File: src/rtl/ipvs_pkg.sv
// ----------------------------------------------------------------------------
// ipvs_pkg
// Shared types, codes, limits and step tables of the panel value stepper.
// ----------------------------------------------------------------------------
package ipvs_pkg;

  typedef enum logic [1:0] {
    REQ_KEY  = 2'd0,
    REQ_ENC  = 2'd1,
    REQ_TICK = 2'd2
  } req_e;

  typedef enum logic [3:0] {
    KEY_RF     = 4'd0,
    KEY_AMPL   = 4'd1,
    KEY_FM     = 4'd2,
    KEY_PM     = 4'd3,
    KEY_AM     = 4'd4,
    KEY_X10    = 4'd5,
    KEY_DIV10  = 4'd6,
    KEY_VALID  = 4'd7,
    KEY_RFOFF  = 4'd8,
    KEY_CW     = 4'd9,
    KEY_400HZ  = 4'd10,
    KEY_1KHZ   = 4'd11,
    KEY_EXT    = 4'd12
  } key_e;

  typedef enum logic [2:0] {
    TGT_FREQ = 3'd0,
    TGT_AMPL = 3'd1,
    TGT_FM   = 3'd2,
    TGT_PM   = 3'd3,
    TGT_AM   = 3'd4
  } tgt_e;

  typedef enum logic [1:0] {
    MOD_FM = 2'd0,
    MOD_PM = 2'd1,
    MOD_AM = 2'd2
  } mod_e;

  typedef enum logic [1:0] {
    EVT_NONE    = 2'd0,
    EVT_APPLIED = 2'd1,
    EVT_LOCKED  = 2'd2,
    EVT_LIMIT   = 2'd3
  } evt_e;

  typedef enum logic [1:0] {
    FLD_FREQ = 2'd0,
    FLD_MOD  = 2'd1,
    FLD_AMPL = 2'd2
  } fld_e;

  typedef enum logic [0:0] {
    CFG_BLINK_MS    = 1'b0,
    CFG_BLINK_TOTAL = 1'b1
  } cfg_e;

  // Limits of the adjustable parameters.
  localparam logic [29:0]        FREQ_MIN      = 30'd100000;
  localparam logic [29:0]        FREQ_MAX      = 30'd560000000;
  localparam logic signed [12:0] AMPL_OFFSET   = 13'sd1299;
  localparam logic [29:0]        AMPL_SPAN     = 30'd1429;
  localparam logic [17:0]        FM_MAX        = 18'd200000;
  localparam logic [10:0]        PM_MAX        = 11'd1999;
  localparam logic [9:0]         AM_MAX        = 10'd999;
  localparam logic [17:0]        FM_COARSE     = 18'd20000;
  localparam logic [26:0]        FM_MIN_STEP   = 27'd100;
  localparam logic signed [11:0] AMPL_RST      = -12'sd1299;
  localparam logic [15:0]        BLINK_MS_RST  = 16'd150;
  localparam logic [3:0]         BLINK_TOT_RST = 4'd6;
  localparam logic [8:0]         MOD_WIDE_MASK = 9'h007;

  typedef logic [2:0]        idx_t;
  typedef idx_t [4:0]        idx_vec_t;
  typedef logic [26:0]       step_t;

  typedef struct packed {
    logic [1:0]  req_type;
    logic [3:0]  key_code;
    logic        encoder_up;
    logic [31:0] now_ms;
  } item_t;

  typedef struct packed {
    step_t      step;
    logic [1:0] field;
    logic [8:0] mask;
  } step_info_t;

  typedef struct packed {
    logic [1:0]        event_status;
    logic [29:0]       carrier_hz;
    logic signed [11:0] level_ddbm;
    logic [17:0]       mod_value;
    logic [2:0]        target;
    logic [2:0]        enc_target;
    logic [1:0]        mod_mode;
    logic [1:0]        mod_source;
    logic [1:0]        flags;
    step_t             current_step;
    logic [1:0]        blank_field;
    logic [8:0]        blank_mask;
  } result_t;

  // Highest step index of each target.
  function automatic idx_t max_index(input tgt_e t);
    case (t)
      TGT_AMPL: max_index = 3'd2;
      TGT_FM:   max_index = 3'd4;
      TGT_PM:   max_index = 3'd3;
      TGT_AM:   max_index = 3'd2;
      default:  max_index = 3'd7;
    endcase
  endfunction

  // Power-of-ten step of a target at a given index.
  function automatic step_t step_value(input tgt_e t, input idx_t i);
    step_value = 27'd1;
    case (t)
      TGT_AMPL, TGT_AM: begin
        case (i)
          3'd1:    step_value = 27'd10;
          3'd2:    step_value = 27'd100;
          default: step_value = 27'd1;
        endcase
      end
      TGT_FM: begin
        case (i)
          3'd1:    step_value = 27'd100;
          3'd2:    step_value = 27'd1000;
          3'd3:    step_value = 27'd10000;
          3'd4:    step_value = 27'd100000;
          default: step_value = 27'd10;
        endcase
      end
      TGT_PM: begin
        case (i)
          3'd1:    step_value = 27'd10;
          3'd2:    step_value = 27'd100;
          3'd3:    step_value = 27'd1000;
          default: step_value = 27'd1;
        endcase
      end
      default: begin
        case (i)
          3'd1:    step_value = 27'd100;
          3'd2:    step_value = 27'd1000;
          3'd3:    step_value = 27'd10000;
          3'd4:    step_value = 27'd100000;
          3'd5:    step_value = 27'd1000000;
          3'd6:    step_value = 27'd10000000;
          3'd7:    step_value = 27'd100000000;
          default: step_value = 27'd10;
        endcase
      end
    endcase
  endfunction

endpackage

File: src/rtl/ipvs_step.sv
// ----------------------------------------------------------------------------
// ipvs_step
// Effective wheel step, display field and digit blank mask of a wheel target.
// ----------------------------------------------------------------------------
module ipvs_step import ipvs_pkg::*; (
  input  tgt_e       target_i,
  input  idx_vec_t   idx_i,
  input  logic [17:0] fm_dev_i,
  input  logic       blank_on_i,
  output step_info_t info_o
);

  tgt_e       tgt;
  idx_t       idx_raw;
  idx_t       idx_max;
  idx_t       idx;
  step_t      step_raw;
  logic       coarse;
  logic [3:0] pos;
  fld_e       fld;

  always_comb begin
    tgt      = (target_i > TGT_AM) ? TGT_FREQ : target_i;
    idx_raw  = idx_i[tgt];
    idx_max  = max_index(tgt);
    idx      = (idx_raw > idx_max) ? idx_max : idx_raw;
    step_raw = step_value(tgt, idx);
    coarse   = (fm_dev_i >= FM_COARSE);

    info_o.step = step_raw;
    if (tgt == TGT_FM && coarse && step_raw < FM_MIN_STEP) begin
      info_o.step = FM_MIN_STEP;
    end

    case (tgt)
      TGT_AMPL:               fld = FLD_AMPL;
      TGT_FM, TGT_PM, TGT_AM: fld = FLD_MOD;
      default:                fld = FLD_FREQ;
    endcase
    info_o.field = fld;

    // Digit position of the step on the display. At or above the coarse FM
    // limit the resolution is 100 Hz, so the FM position drops by one.
    case (tgt)
      TGT_FREQ: pos = {1'b0, idx} + 4'd1;
      TGT_FM: begin
        if (coarse) begin
          pos = (idx == 3'd0) ? 4'd0 : {1'b0, idx - 3'd1};
        end else begin
          pos = {1'b0, idx};
        end
      end
      default:  pos = {1'b0, idx};
    endcase

    if (!blank_on_i) begin
      info_o.mask = '0;
    end else if (pos >= 4'd3 && fld == FLD_MOD) begin
      info_o.mask = MOD_WIDE_MASK;
    end else begin
      info_o.mask = 9'd1 << pos;
    end
  end

endmodule

File: src/rtl/ipvs_core.sv
// ----------------------------------------------------------------------------
// ipvs_core
// Panel state, configuration registers and the combinational event update.
// ----------------------------------------------------------------------------
module ipvs_core import ipvs_pkg::*; (
  input  logic        clk_i,
  input  logic        rst_ni,
  input  logic        advance_i,
  input  item_t       item_i,
  input  logic        cfg_we_i,
  input  logic        cfg_addr_i,
  input  logic [15:0] cfg_wdata_i,
  output result_t     res_o
);

  logic [29:0]        freq_q, freq_d;
  logic signed [11:0] ampl_q, ampl_d;
  logic [17:0]        fm_q, fm_d;
  logic [10:0]        pm_q, pm_d;
  logic [9:0]         am_q, am_d;
  tgt_e               sel_q, sel_d;
  tgt_e               enc_q, enc_d;
  mod_e               mode_q, mode_d;
  logic [1:0]         src_q, src_d;
  logic               rf_off_q, rf_off_d;
  logic               inhibit_q, inhibit_d;
  idx_vec_t           idx_q, idx_d;
  logic               act_q, act_d;
  logic               blank_q, blank_d;
  logic [3:0]         left_q, left_d;
  logic [31:0]        last_q, last_d;
  logic [15:0]        phase_ms_q;
  logic [3:0]         phase_tot_q;

  step_info_t  pre_info;
  step_info_t  post_info;
  logic [29:0] sat_v, sat_lo, sat_hi, sat_s, sat_n;
  logic [12:0] ampl_ofs;
  logic [12:0] ampl_back;
  logic        changed;
  evt_e        status;
  logic [31:0] elapsed;
  logic [3:0]  left_dec;
  idx_t        idx_cur;
  logic [17:0] modv;

  ipvs_step u_pre (
    .target_i  (enc_q),
    .idx_i     (idx_q),
    .fm_dev_i  (fm_q),
    .blank_on_i(1'b0),
    .info_o    (pre_info)
  );

  // Shared saturating adder for the wheel target. The level is moved to an
  // unsigned range by its offset so that one unit serves all targets.
  always_comb begin
    ampl_ofs = 13'({ampl_q[11], ampl_q} + AMPL_OFFSET);
    case (enc_q)
      TGT_AMPL: begin
        sat_v = {17'd0, ampl_ofs}; sat_lo = '0; sat_hi = AMPL_SPAN;
      end
      TGT_FM: begin
        sat_v = {12'd0, fm_q}; sat_lo = '0; sat_hi = {12'd0, FM_MAX};
      end
      TGT_PM: begin
        sat_v = {19'd0, pm_q}; sat_lo = '0; sat_hi = {19'd0, PM_MAX};
      end
      TGT_AM: begin
        sat_v = {20'd0, am_q}; sat_lo = '0; sat_hi = {20'd0, AM_MAX};
      end
      default: begin
        sat_v = freq_q; sat_lo = FREQ_MIN; sat_hi = FREQ_MAX;
      end
    endcase
    sat_s = {3'd0, pre_info.step};
    if (item_i.encoder_up) begin
      sat_n = (sat_v >= sat_hi - sat_s) ? sat_hi : sat_v + sat_s;
    end else begin
      sat_n = (sat_v <= sat_lo + sat_s) ? sat_lo : sat_v - sat_s;
    end
    changed   = (sat_n != sat_v);
    ampl_back = sat_n[12:0] - 13'(AMPL_OFFSET);
  end

  always_comb begin
    freq_d    = freq_q;
    ampl_d    = ampl_q;
    fm_d      = fm_q;
    pm_d      = pm_q;
    am_d      = am_q;
    sel_d     = sel_q;
    enc_d     = enc_q;
    mode_d    = mode_q;
    src_d     = src_q;
    rf_off_d  = rf_off_q;
    inhibit_d = inhibit_q;
    idx_d     = idx_q;
    act_d     = act_q;
    blank_d   = blank_q;
    left_d    = left_q;
    last_d    = last_q;
    status    = EVT_NONE;
    idx_cur   = idx_q[enc_q];
    elapsed   = item_i.now_ms - last_q;
    left_dec  = (left_q != 4'd0) ? left_q - 4'd1 : 4'd0;

    case (req_e'(item_i.req_type))
      REQ_KEY: begin
        case (key_e'(item_i.key_code))
          KEY_RF, KEY_AMPL, KEY_FM, KEY_PM, KEY_AM: begin
            sel_d = tgt_e'(item_i.key_code[2:0]);
            case (tgt_e'(item_i.key_code[2:0]))
              TGT_FM:  mode_d = MOD_FM;
              TGT_PM:  mode_d = MOD_PM;
              TGT_AM:  mode_d = MOD_AM;
              default: mode_d = mode_q;
            endcase
            act_d = 1'b0;
          end
          KEY_X10, KEY_DIV10: begin
            if (item_i.key_code == KEY_X10) begin
              if (idx_cur < max_index(enc_q)) idx_d[enc_q] = idx_cur + 3'd1;
            end else begin
              if (idx_cur > 3'd0) idx_d[enc_q] = idx_cur - 3'd1;
            end
            act_d   = 1'b1;
            blank_d = 1'b1;
            left_d  = phase_tot_q;
            last_d  = item_i.now_ms;
          end
          KEY_VALID: begin
            enc_d     = sel_q;
            inhibit_d = 1'b0;
          end
          KEY_RFOFF: rf_off_d = ~rf_off_q;
          KEY_CW, KEY_400HZ, KEY_1KHZ, KEY_EXT: begin
            src_d = 2'(item_i.key_code - KEY_CW);
          end
          default: ;
        endcase
      end
      REQ_ENC: begin
        if (inhibit_q) begin
          status = EVT_LOCKED;
        end else begin
          case (enc_q)
            TGT_AMPL: ampl_d = ampl_back[11:0];
            TGT_FM:   fm_d   = sat_n[17:0];
            TGT_PM:   pm_d   = sat_n[10:0];
            TGT_AM:   am_d   = sat_n[9:0];
            default:  freq_d = sat_n;
          endcase
          status = changed ? EVT_APPLIED : EVT_LIMIT;
        end
      end
      REQ_TICK: begin
        if (act_q && elapsed >= {16'd0, phase_ms_q}) begin
          last_d  = item_i.now_ms;
          blank_d = ~blank_q;
          left_d  = left_dec;
          if (left_dec == 4'd0) begin
            act_d   = 1'b0;
            blank_d = 1'b0;
          end
        end
      end
      default: ;
    endcase
  end

  ipvs_step u_post (
    .target_i  (enc_d),
    .idx_i     (idx_d),
    .fm_dev_i  (fm_d),
    .blank_on_i(act_d & blank_d),
    .info_o    (post_info)
  );

  always_comb begin
    case (mode_d)
      MOD_FM:  modv = fm_d;
      MOD_PM:  modv = {7'd0, pm_d};
      default: modv = {8'd0, am_d};
    endcase
    res_o.event_status = status;
    res_o.carrier_hz   = freq_d;
    res_o.level_ddbm   = ampl_d;
    res_o.mod_value    = modv;
    res_o.target       = sel_d;
    res_o.enc_target   = enc_d;
    res_o.mod_mode     = mode_d;
    res_o.mod_source   = src_d;
    res_o.flags        = {inhibit_d, rf_off_d};
    res_o.current_step = post_info.step;
    res_o.blank_field  = post_info.field;
    res_o.blank_mask   = post_info.mask;
  end

  always_ff @(posedge clk_i or negedge rst_ni) begin
    if (!rst_ni) begin
      freq_q      <= FREQ_MIN;
      ampl_q      <= AMPL_RST;
      fm_q        <= '0;
      pm_q        <= '0;
      am_q        <= '0;
      sel_q       <= TGT_FREQ;
      enc_q       <= TGT_FREQ;
      mode_q      <= MOD_AM;
      src_q       <= '0;
      rf_off_q    <= 1'b1;
      inhibit_q   <= 1'b1;
      idx_q       <= '0;
      act_q       <= 1'b0;
      blank_q     <= 1'b0;
      left_q      <= '0;
      last_q      <= '0;
      phase_ms_q  <= BLINK_MS_RST;
      phase_tot_q <= BLINK_TOT_RST;
    end else begin
      if (advance_i) begin
        freq_q    <= freq_d;
        ampl_q    <= ampl_d;
        fm_q      <= fm_d;
        pm_q      <= pm_d;
        am_q      <= am_d;
        sel_q     <= sel_d;
        enc_q     <= enc_d;
        mode_q    <= mode_d;
        src_q     <= src_d;
        rf_off_q  <= rf_off_d;
        inhibit_q <= inhibit_d;
        idx_q     <= idx_d;
        act_q     <= act_d;
        blank_q   <= blank_d;
        left_q    <= left_d;
        last_q    <= last_d;
      end
      if (cfg_we_i) begin
        case (cfg_e'(cfg_addr_i))
          CFG_BLINK_MS:    phase_ms_q  <= cfg_wdata_i;
          CFG_BLINK_TOTAL: phase_tot_q <= cfg_wdata_i[3:0];
          default: ;
        endcase
      end
    end
  end

endmodule

File: src/rtl/instrument_panel_value_stepper.sv
// ----------------------------------------------------------------------------
// instrument_panel_value_stepper
// Front-panel controller of a signal generator: keys, encoder and ticks in,
// panel state, wheel step and digit blank mask out.
// ----------------------------------------------------------------------------
//
//   Channel   Handshake                   Payload
//   -------   -------------------------   ----------------------------------
//   input     in_valid_i / in_stall_o     req_type, key_code, encoder_up,
//                                         now_ms
//   result    out_valid_o / out_stall_i   event_status ... blank_mask
//   config    cfg_we_i                    cfg_addr_i, cfg_wdata_i
//
// Each word passes through the input register and then the result register,
// and one word is accepted every cycle while the result is not stalled.
// The state update for a word is finished in the cycle it leaves the input
// register, which is what holds throughput at one word per cycle.
// Reset sets the power-on panel state and the blink registers to 150 ms and
// six phases. A stalled result holds; one further word waits in the input
// register before in_stall_o is raised.
//
module instrument_panel_value_stepper import ipvs_pkg::*; (
  input  logic              clk_i,
  input  logic              rst_ni,
  // Input channel.
  input  logic              in_valid_i,
  output logic              in_stall_o,
  input  logic [1:0]        req_type_i,
  input  logic [3:0]        key_code_i,
  input  logic              encoder_up_i,
  input  logic [31:0]       now_ms_i,
  // Result channel.
  output logic              out_valid_o,
  input  logic              out_stall_i,
  output logic [1:0]        event_status_o,
  output logic [29:0]       carrier_hz_o,
  output logic signed [11:0] level_ddbm_o,
  output logic [17:0]       mod_value_o,
  output logic [2:0]        target_o,
  output logic [2:0]        enc_target_o,
  output logic [1:0]        mod_mode_o,
  output logic [1:0]        mod_source_o,
  output logic [1:0]        flags_o,
  output logic [26:0]       current_step_o,
  output logic [1:0]        blank_field_o,
  output logic [8:0]        blank_mask_o,
  // Configuration write port.
  input  logic              cfg_we_i,
  input  logic              cfg_addr_i,
  input  logic [15:0]       cfg_wdata_i
);

  logic    in_full_q, in_full_d;
  item_t   in_q;
  logic    out_full_q, out_full_d;
  result_t res_q;
  result_t res_d;
  logic    advance;
  logic    in_take;

  // A word moves on from the input register when the result register is
  // empty or its current word is taken in this same cycle.
  assign advance    = in_full_q & (~out_full_q | ~out_stall_i);
  assign in_stall_o = in_full_q & ~advance;
  assign in_take    = in_valid_i & ~in_stall_o;

  always_comb begin
    in_full_d = in_full_q;
    if (in_take) begin
      in_full_d = 1'b1;
    end else if (advance) begin
      in_full_d = 1'b0;
    end
    out_full_d = out_full_q;
    if (advance) begin
      out_full_d = 1'b1;
    end else if (!out_stall_i) begin
      out_full_d = 1'b0;
    end
  end

  ipvs_core u_core (
    .clk_i      (clk_i),
    .rst_ni     (rst_ni),
    .advance_i  (advance),
    .item_i     (in_q),
    .cfg_we_i   (cfg_we_i),
    .cfg_addr_i (cfg_addr_i),
    .cfg_wdata_i(cfg_wdata_i),
    .res_o      (res_d)
  );

  // Handshake flags.
  always_ff @(posedge clk_i or negedge rst_ni) begin
    if (!rst_ni) begin
      in_full_q  <= 1'b0;
      out_full_q <= 1'b0;
    end else begin
      in_full_q  <= in_full_d;
      out_full_q <= out_full_d;
    end
  end

  // Payload registers carry no reset.
  always_ff @(posedge clk_i) begin
    if (in_take) begin
      in_q.req_type   <= req_type_i;
      in_q.key_code   <= key_code_i;
      in_q.encoder_up <= encoder_up_i;
      in_q.now_ms     <= now_ms_i;
    end
    if (advance) begin
      res_q <= res_d;
    end
  end

  assign out_valid_o    = out_full_q;
  assign event_status_o = res_q.event_status;
  assign carrier_hz_o   = res_q.carrier_hz;
  assign level_ddbm_o   = res_q.level_ddbm;
  assign mod_value_o    = res_q.mod_value;
  assign target_o       = res_q.target;
  assign enc_target_o   = res_q.enc_target;
  assign mod_mode_o     = res_q.mod_mode;
  assign mod_source_o   = res_q.mod_source;
  assign flags_o        = res_q.flags;
  assign current_step_o = res_q.current_step;
  assign blank_field_o  = res_q.blank_field;
  assign blank_mask_o   = res_q.blank_mask;

endmodule

File: config.mk
export PLATFORM = sky130hd
export DESIGN_NAME = instrument_panel_value_stepper
export DESIGN_NICKNAME = d
export VERILOG_FILES = /design/src/rtl/ipvs_pkg.sv /design/src/rtl/ipvs_step.sv /design/src/rtl/ipvs_core.sv /design/src/rtl/instrument_panel_value_stepper.sv
export SDC_FILE = /design/constraint.sdc
export NUM_CORES = 1
export LEC_CHECK = 0
export ABC_AREA = 1
export BUFFER_PORTS_ARGS = -buffer_cell sky130_fd_sc_hd__buf_2
export CAP_MARGIN = 20
export CORE_ASPECT_RATIO = 1.1
export CORE_MARGIN = 10
export CORE_UTILIZATION = 40
export DETAILED_ROUTE_END_ITERATION = 8
export PLACE_DENSITY_LB_ADDON = 0.05
export SLEW_MARGIN = 20
export SYNTH_ARGS = -nofsm -noshare
export SYNTH_HDL_FRONTEND = slang
export SYNTH_SLANG_ARGS = --single-unit
File: constraint.sdc
create_clock -name clk_i -period 12.9 [get_ports clk_i]
set_input_delay 0.645 -clock clk_i [delete_from_list [all_inputs] [get_ports clk_i]]
set_output_delay 0.645 -clock clk_i [all_outputs]
set_load 0.005 [all_outputs]
# Word level (Yosys, flattened, before mapping)

Index checks and enable logic that the tools add are counted.

Memories: 0
Input bits: 61
Flip-flop bits (word level): 319
Output and inout bits: 114
Latch bits: 0
Bits in read-only memories: 0
Memory bits (writable): 0
Word-level logic and storage cells: 263

$add $sub $neg: 13
Mux-type cells: 97
Multiply operators: 0
Order comparisons: 18
Shifts and indexed selects: 1
Bitwise gates (word level): 14
Div/mod/pow operators: 0
Reduce and logical (&&, ||, !) cells: 29
Eq/ne operators: 49

Operators with widths:

| kind                 | count |
|---|---|
| $pmux 27 s7          | 2 |
| $pmux 30 s4          | 2 |
| $mux 30              | 6 |
| $pmux 27 s3          | 2 |
| $pmux 17 s4          | 2 |
| $mux 15              | 5 |
| $mux 32              | 2 |
| $pmux 32 s2          | 1 |
| $pmux 10 s3          | 2 |
| $sub 30x27->30       | 2 |
| $lt 27x7->1 const B  | 2 |
| $mux 18              | 3 |
| $mux 3               | 18 |
| $eq 3x2->1 const B   | 12 |
| $eq 3x3->1 const B   | 12 |
| $ge 18x15->1 const B | 2 |
| $mux 12              | 3 |
| $pmux 18 s2          | 1 |
| $mux 11              | 3 |
| $ge 32x16->1         | 1 |
| $sub 32x32->32       | 1 |
| $add 30x27->30       | 1 |
| $bwmux 15            | 2 |
| $ge 30x30->1         | 1 |
| 55 further kinds     | 133 |

# Logic depth before layout (Yosys ltp)

Depth in word-level cells: 26
Gate-level depth with buffers: 73
Gate-level depth less buffers: 72

# Modules after synthesis

A second synthesis with hierarchy kept.

Cells, all modules: 3897
Area total of the unflattened synthesis: 27267.4 µm²

Modules (own cells, without submodules):

| module                         | area each (µm²) | cells each | instances | sequential area each (µm²) |
|---|---|---|---|---|
| ipvs_core                      | 19751.4         | 3224       | 1         | 4182.8 |
| instrument_panel_value_stepper | 4629.4          | 163        | 1         | 4584.4 |
| ipvs_step (u_core.u_post)      | 1458.9          | 252        | 1         | 0.0 |
| ipvs_step (u_core.u_pre)       | 1427.6          | 258        | 1         | 0.0 |

# Worst setup path after synthesis

Ideal clock, no wire load.

Path type: register to register
From: register u_core.enc_q[0]
To: register res_q, in the netlist level_ddbm_o[10] (data pin)
Data required time: 12.644 ns
Library setup time: 0.256 ns
Setup slack: 4.072 ns
Clock period less this slack: 8.828 ns
Stages on the path, launching flop included: 62
Arrival time: 8.572 ns
Buffers on the path: 2
Cell sequence: dfrtp_1 > buf_4 > nand2_1 > inv_1 > nand2_2 > nand2_1 > inv_1 > nand2_1 > ha_1 > a31oi_1 > nand2_1 > inv_1 > a31oi_1 > nand3_1 > o21ai_1 > nand2_1 > nand2_1 > nand2_1 > (+26 left out) > nand2_1 > nand3_1 > clkbuf_1 > nand2_1 > nand3_1 > o21ai_2 > ha_1 > or2_1 > nor2_1 > nor2_1 > nor2_1 > nand2_1 > nand2_1 > nand2_1 > xor2_1 > nand2_1 > o21ai_1 > inv_1

RTL lines:

| what                   | line                                  | source |
|---|---|---|
| from (decl)            | ipvs_core.sv:22                       | `tgt_e enc_q, enc_d;` |
| from (signal assigned) | ipvs_core.sv:228                      | `enc_q <= enc_d;` |
| to (signal assigned)   | instrument_panel_value_stepper.sv:113 | `res_q <= res_d;` |
| to (decl)              | instrument_panel_value_stepper.sv:56  | `result_t res_q;` |

# Worst setup path after layout

From: register u_core.enc_q[0]
To: register res_q, in the netlist event_status_o[1] (data pin)

Longest elaborated chain between the ends: 20
Elaborated cells between the ends (all ways): 48
Classes of those cells: add/sub: 4; order compare: 5; eq/ne: 16; mux: 19; reduce/logical: 4

RTL lines:

| what                                                    | line                             | source |
|---|---|---|
| $gt 3x3->1                                              | ipvs_step.sv:23                  | `tgt = (target_i > TGT_AM) ? TGT_FREQ : target_i;` |
| $mux 3                                                  | ipvs_step.sv:23                  |  |
| $eq 3x3->1 / $eq 3x1->1 (equally long branches)         | ipvs_pkg.sv:110, ipvs_pkg.sv:122 |  |
| $reduce_or 2->1 (no line)                               | -                                |  |
| $pmux 3 s3                                              | ipvs_pkg.sv:110                  | `case (t)` |
| $gt 3x3->1                                              | ipvs_step.sv:26                  | `idx = (idx_raw > idx_max) ? idx_max : idx_raw;` |
| $mux 3                                                  | ipvs_step.sv:26                  |  |
| $eq 3x3->1, or another cell as far along                | ipvs_pkg.sv:148                  | `case (i)` |
| (+4 left out)                                           | -                                |  |
| $mux 27                                                 | ipvs_step.sv:31                  | `if (tgt == TGT_FM && coarse && step_raw < FM_MIN_STEP) begin` |
| $sub 30x27->30 / $add 17x27->28 (equally long branches) | ipvs_core.sv:78, ipvs_core.sv:80 |  |
| $ge 30x30->1 / $le 30x30->1 (equally long branches)     | ipvs_core.sv:78, ipvs_core.sv:80 |  |
| $mux 30, on equally long branches                       | ipvs_core.sv:78, ipvs_core.sv:80 |  |
| $mux 30                                                 | ipvs_core.sv:77                  | `if (item_i.encoder_up) begin` |
| $ne 30x30->1 (*)                                        | ipvs_core.sv:82                  | `changed = (sat_n != sat_v);` |
| $mux 2 (*)                                              | ipvs_core.sv:154                 | `status = changed ? EVT_APPLIED : EVT_LIMIT;` |
| $mux 2 (*)                                              | ipvs_core.sv:144                 | `if (inhibit_q) begin` |

Mark *: on every way between the ends. The rest lies on a longest branch, timed or not. The select of a mux whose other input is x is not followed.
A chain may end at the register's enable or synchronous reset.

==> flow_summary.toml <==
[floorplan]
core_region_area_um2 = 60100
placementRows = 94
dieWidth_um = 255
dieArea_um2 = 71200
ios = 175
start_util_pct = 40.6
fp.dieH_um = 279

[timing]
worst_pin_slew_ns = 1.23
fmax_mhz = 85.6
fin_crit_sh_pct = 90.5
rsz0062_at_grt = "false"
fin_crit_ns = 11.68
max-slew-margin-rel_pct = 17.1
maxSlewViolCount = 0
hold_viol_final = 0
worst_clock_skew_ns = 0.0318
tns_ns = 0
setup_viol = 0

[global_route]
grtUsageMet1_pct = 30.6
grt_pass1_vias = 22300
track_usage_pct = 22.4
grt_max_degree = 113
grt_overflow = 0
gr-usage-met3_pct = 3.26
grt_most_used_layer = "met2"
antenna_found_initial = 0
grt_pass1_wl_um = 128000
grt_util_met2_pct = 36.4

[cells_and_area]
diodes = 0
drive_gt1_share_pct = 11.7
area_growth_pct = 12.5
num-nets-final = 3730

[placement]
port_buffers = 172
dp_hpwl_um = 65400
gp_congestion = 0.977

[drt]
via_per_inst = 5.34
ant_nets = 0
firstDrtPassIters = 5
drc = 0
vias = 23000
wl_per_cell_um = 19.1
drt-initial-drc-count = 1775
wirelength_um = 82400

[logic_synthesis]
synthTopCellsByArea = "edfxtp_1 18%, dfrtp_1 15%, nand2_1 12%"
synth-main-ff-cell = "dfrtp_1"
ys_async_sr_fraction_pct = 53.8
synth_common_cells = "778 x nand2_1, 419 x inv_1, 337 x o21ai_0, 310 x nor2_1, 227 x a21oi_1"
yosysMostFrequentCell = "nand2_1"
ys_seq_elements = 312
synth_top_area_cell = "edfxtp_1"
syn_avg_cell_area_um2 = 7.31
synth_edf_count = 144
synth_cell_types = 68
postSynthCellCount = 3333
synthesis.area_um2 = 24400
netlist.area_leader.share_pct = 17.7
ys_seq_area_share_pct = 35.1
yosysWarnings = 0

[worst_setup_path]
crit_path_end_kind = "flip-flop"
cp_slowest_stage_delay_ns = 0.61
critPathKind = "reg2reg"
cp_common_cell = "nand2_1"
rr_worst_depth = 57
startpoint_type = "flip-flop"
worstPathMaxFanout = 16
required_ns = 13.32
cp_slowest_cell = "dfrtp_1"
worst_ep_arrival_time_ns = 12.10

[clock_network]
clkSinkCount = 312
cts_buffers = 38
cts_tree = "done"
post-cts-setup-buffer-count = 0
clock_tree.root_cell = "clkbuf_16"
clockBufferDepth = 3
path_clk_slew_ns = 0.06
clk_latency_ns = 0.58
htreeDepth = 2

[worst_hold_path]
min_path_type = "in2async"

[run_status]
status = "finished, final reports clean"

[flow_run]
cap_violations = 0
-- worst paths after layout --
kind,startpoint,to,slack (ns)
worst max-delay path,u_core.enc_q[0],event_status_o[1],1.22
worst min-delay path,rst_ni,u_core.freq_q[23],0.02
worst max register to register,u_core.enc_q[0],event_status_o[1],1.22
worst min register to register,u_core.phase_ms_q[7],u_core.phase_ms_q[7],0.49
max in group asynchronous,rst_ni,u_core.fm_q[6],11.57
min in group clk_i,now_ms_i[14],in_q[14],0.25
-- timing repair --
item,in CTS,in global routing
endpoints found under the hold margin,0,0
endpoints found under the setup margin,0,20
gates resized for setup,0,6
hold buffers,0,0
-- cell families (layout without fill, tap and decap cells) --
logic type / after synthesis / count (layout) / synth area share (%)
flops: 312 / 312 / 35.1
fa+ha+maj: 200 / 200 / 10.4
xor+xnor: 102 / 102 / 3.67
simple gates: 1431 / 1431 / 25.1
buf+inv: 546 / 711 / 8.72
other cells: 2 / 3 / 0.0308
compound gates: 740 / 740 / 17.0
-- metrics by stage --
| step | instances | setup WS, ns | utilization (%) | hold WS, ns | instance area [um^2] |
|---|---|---|---|---|---|
| 3_3_place_gp | 4244 | 1.13 | 43.3 | 0.465 | 26000 |
| 2_1_floorplan | 3334 | 4.07 | - | 0.349 | 24400 |
| 5_1_grt | 4315 | 0.120 | 45.6 | 0.0383 | 27400 |
| 4_1_cts | 4314 | 0.824 | 45.5 | 0.0169 | 27400 |
| 6_report | 4315 | 1.22 | 45.6 | 0.0211 | 27400 |
| 3_5_place_dp | 4244 | 0.878 | 43.3 | 0.472 | 26000 |
-- layer usage --
| metal | part of all wire, % | wire, um | vias up |
|---|---|---|---|
| met5 | 0 | 0 | - |
| met1 | 47 | 38600 | 11000 |
| met2 | 45 | 37400 | 626 |
| met3 | 5.2 | 4310 | 102 |
| met4 | 2.5 | 2030 | 0 |
| li1 | - | - | 11300 |
-- placed cells by master, fill, tap and decap left out, types with 26 or more instances in the layout --
cell type	count
nand2_1	778
clkbuf_16	39
buf_2	171
nor2_1	307
xor2_1	76
dfrtp_1	145
o21ai_0	337
nand3_1	198
nand4_1	32
xnor2_1	26
edfxtp_1	144
buf_4	27
ha_1	195
inv_1	416
a21oi_1	225
a31oi_1	35
-- worst max-delay path, delay by kind of cell (launching register included) --
| family | cells | cell delay [ns] |
|---|---|---|
| xor+xnor | 1 | 0.19 |
| compound gates | 17 | 3.85 |
| fa+ha+maj | 3 | 0.91 |
| flops | 1 | 0.61 |
| simple gates | 26 | 4.51 |
| buf+inv | 10 | 1.45 |
-- sequential cells by signal (all words and copies together), names as in the netlist, 4 cells and up --
register and flops:
u_core.fm_q 18, u_core.phase_ms_q 16, u_core.ampl_q 12, u_core.idx_q 15, level_ddbm_o 12, current_step_o 20
in_q 39, blank_mask_o 9, u_core.last_q 32, carrier_hz_o 30, u_core.left_q 4, u_core.pm_q 11
mod_value_o 18, u_core.phase_tot_q 4, u_core.freq_q 30, u_core.am_q 10
-- cell type report --
cell class	instances	area [um^2]
Sequential cell	312	8560
Clock buffer	40	990
Tap cell	816	1020
Multi-Input combinational cell	2476	13700
Clock inverter	30	352
Inverter	441	1660
Timing Repair Buffer	200	1100
Fill cell	6167	32700
Power is not shown: default switching activity piles up to over one toggle a cycle in this logic, so the estimate is an artifact.
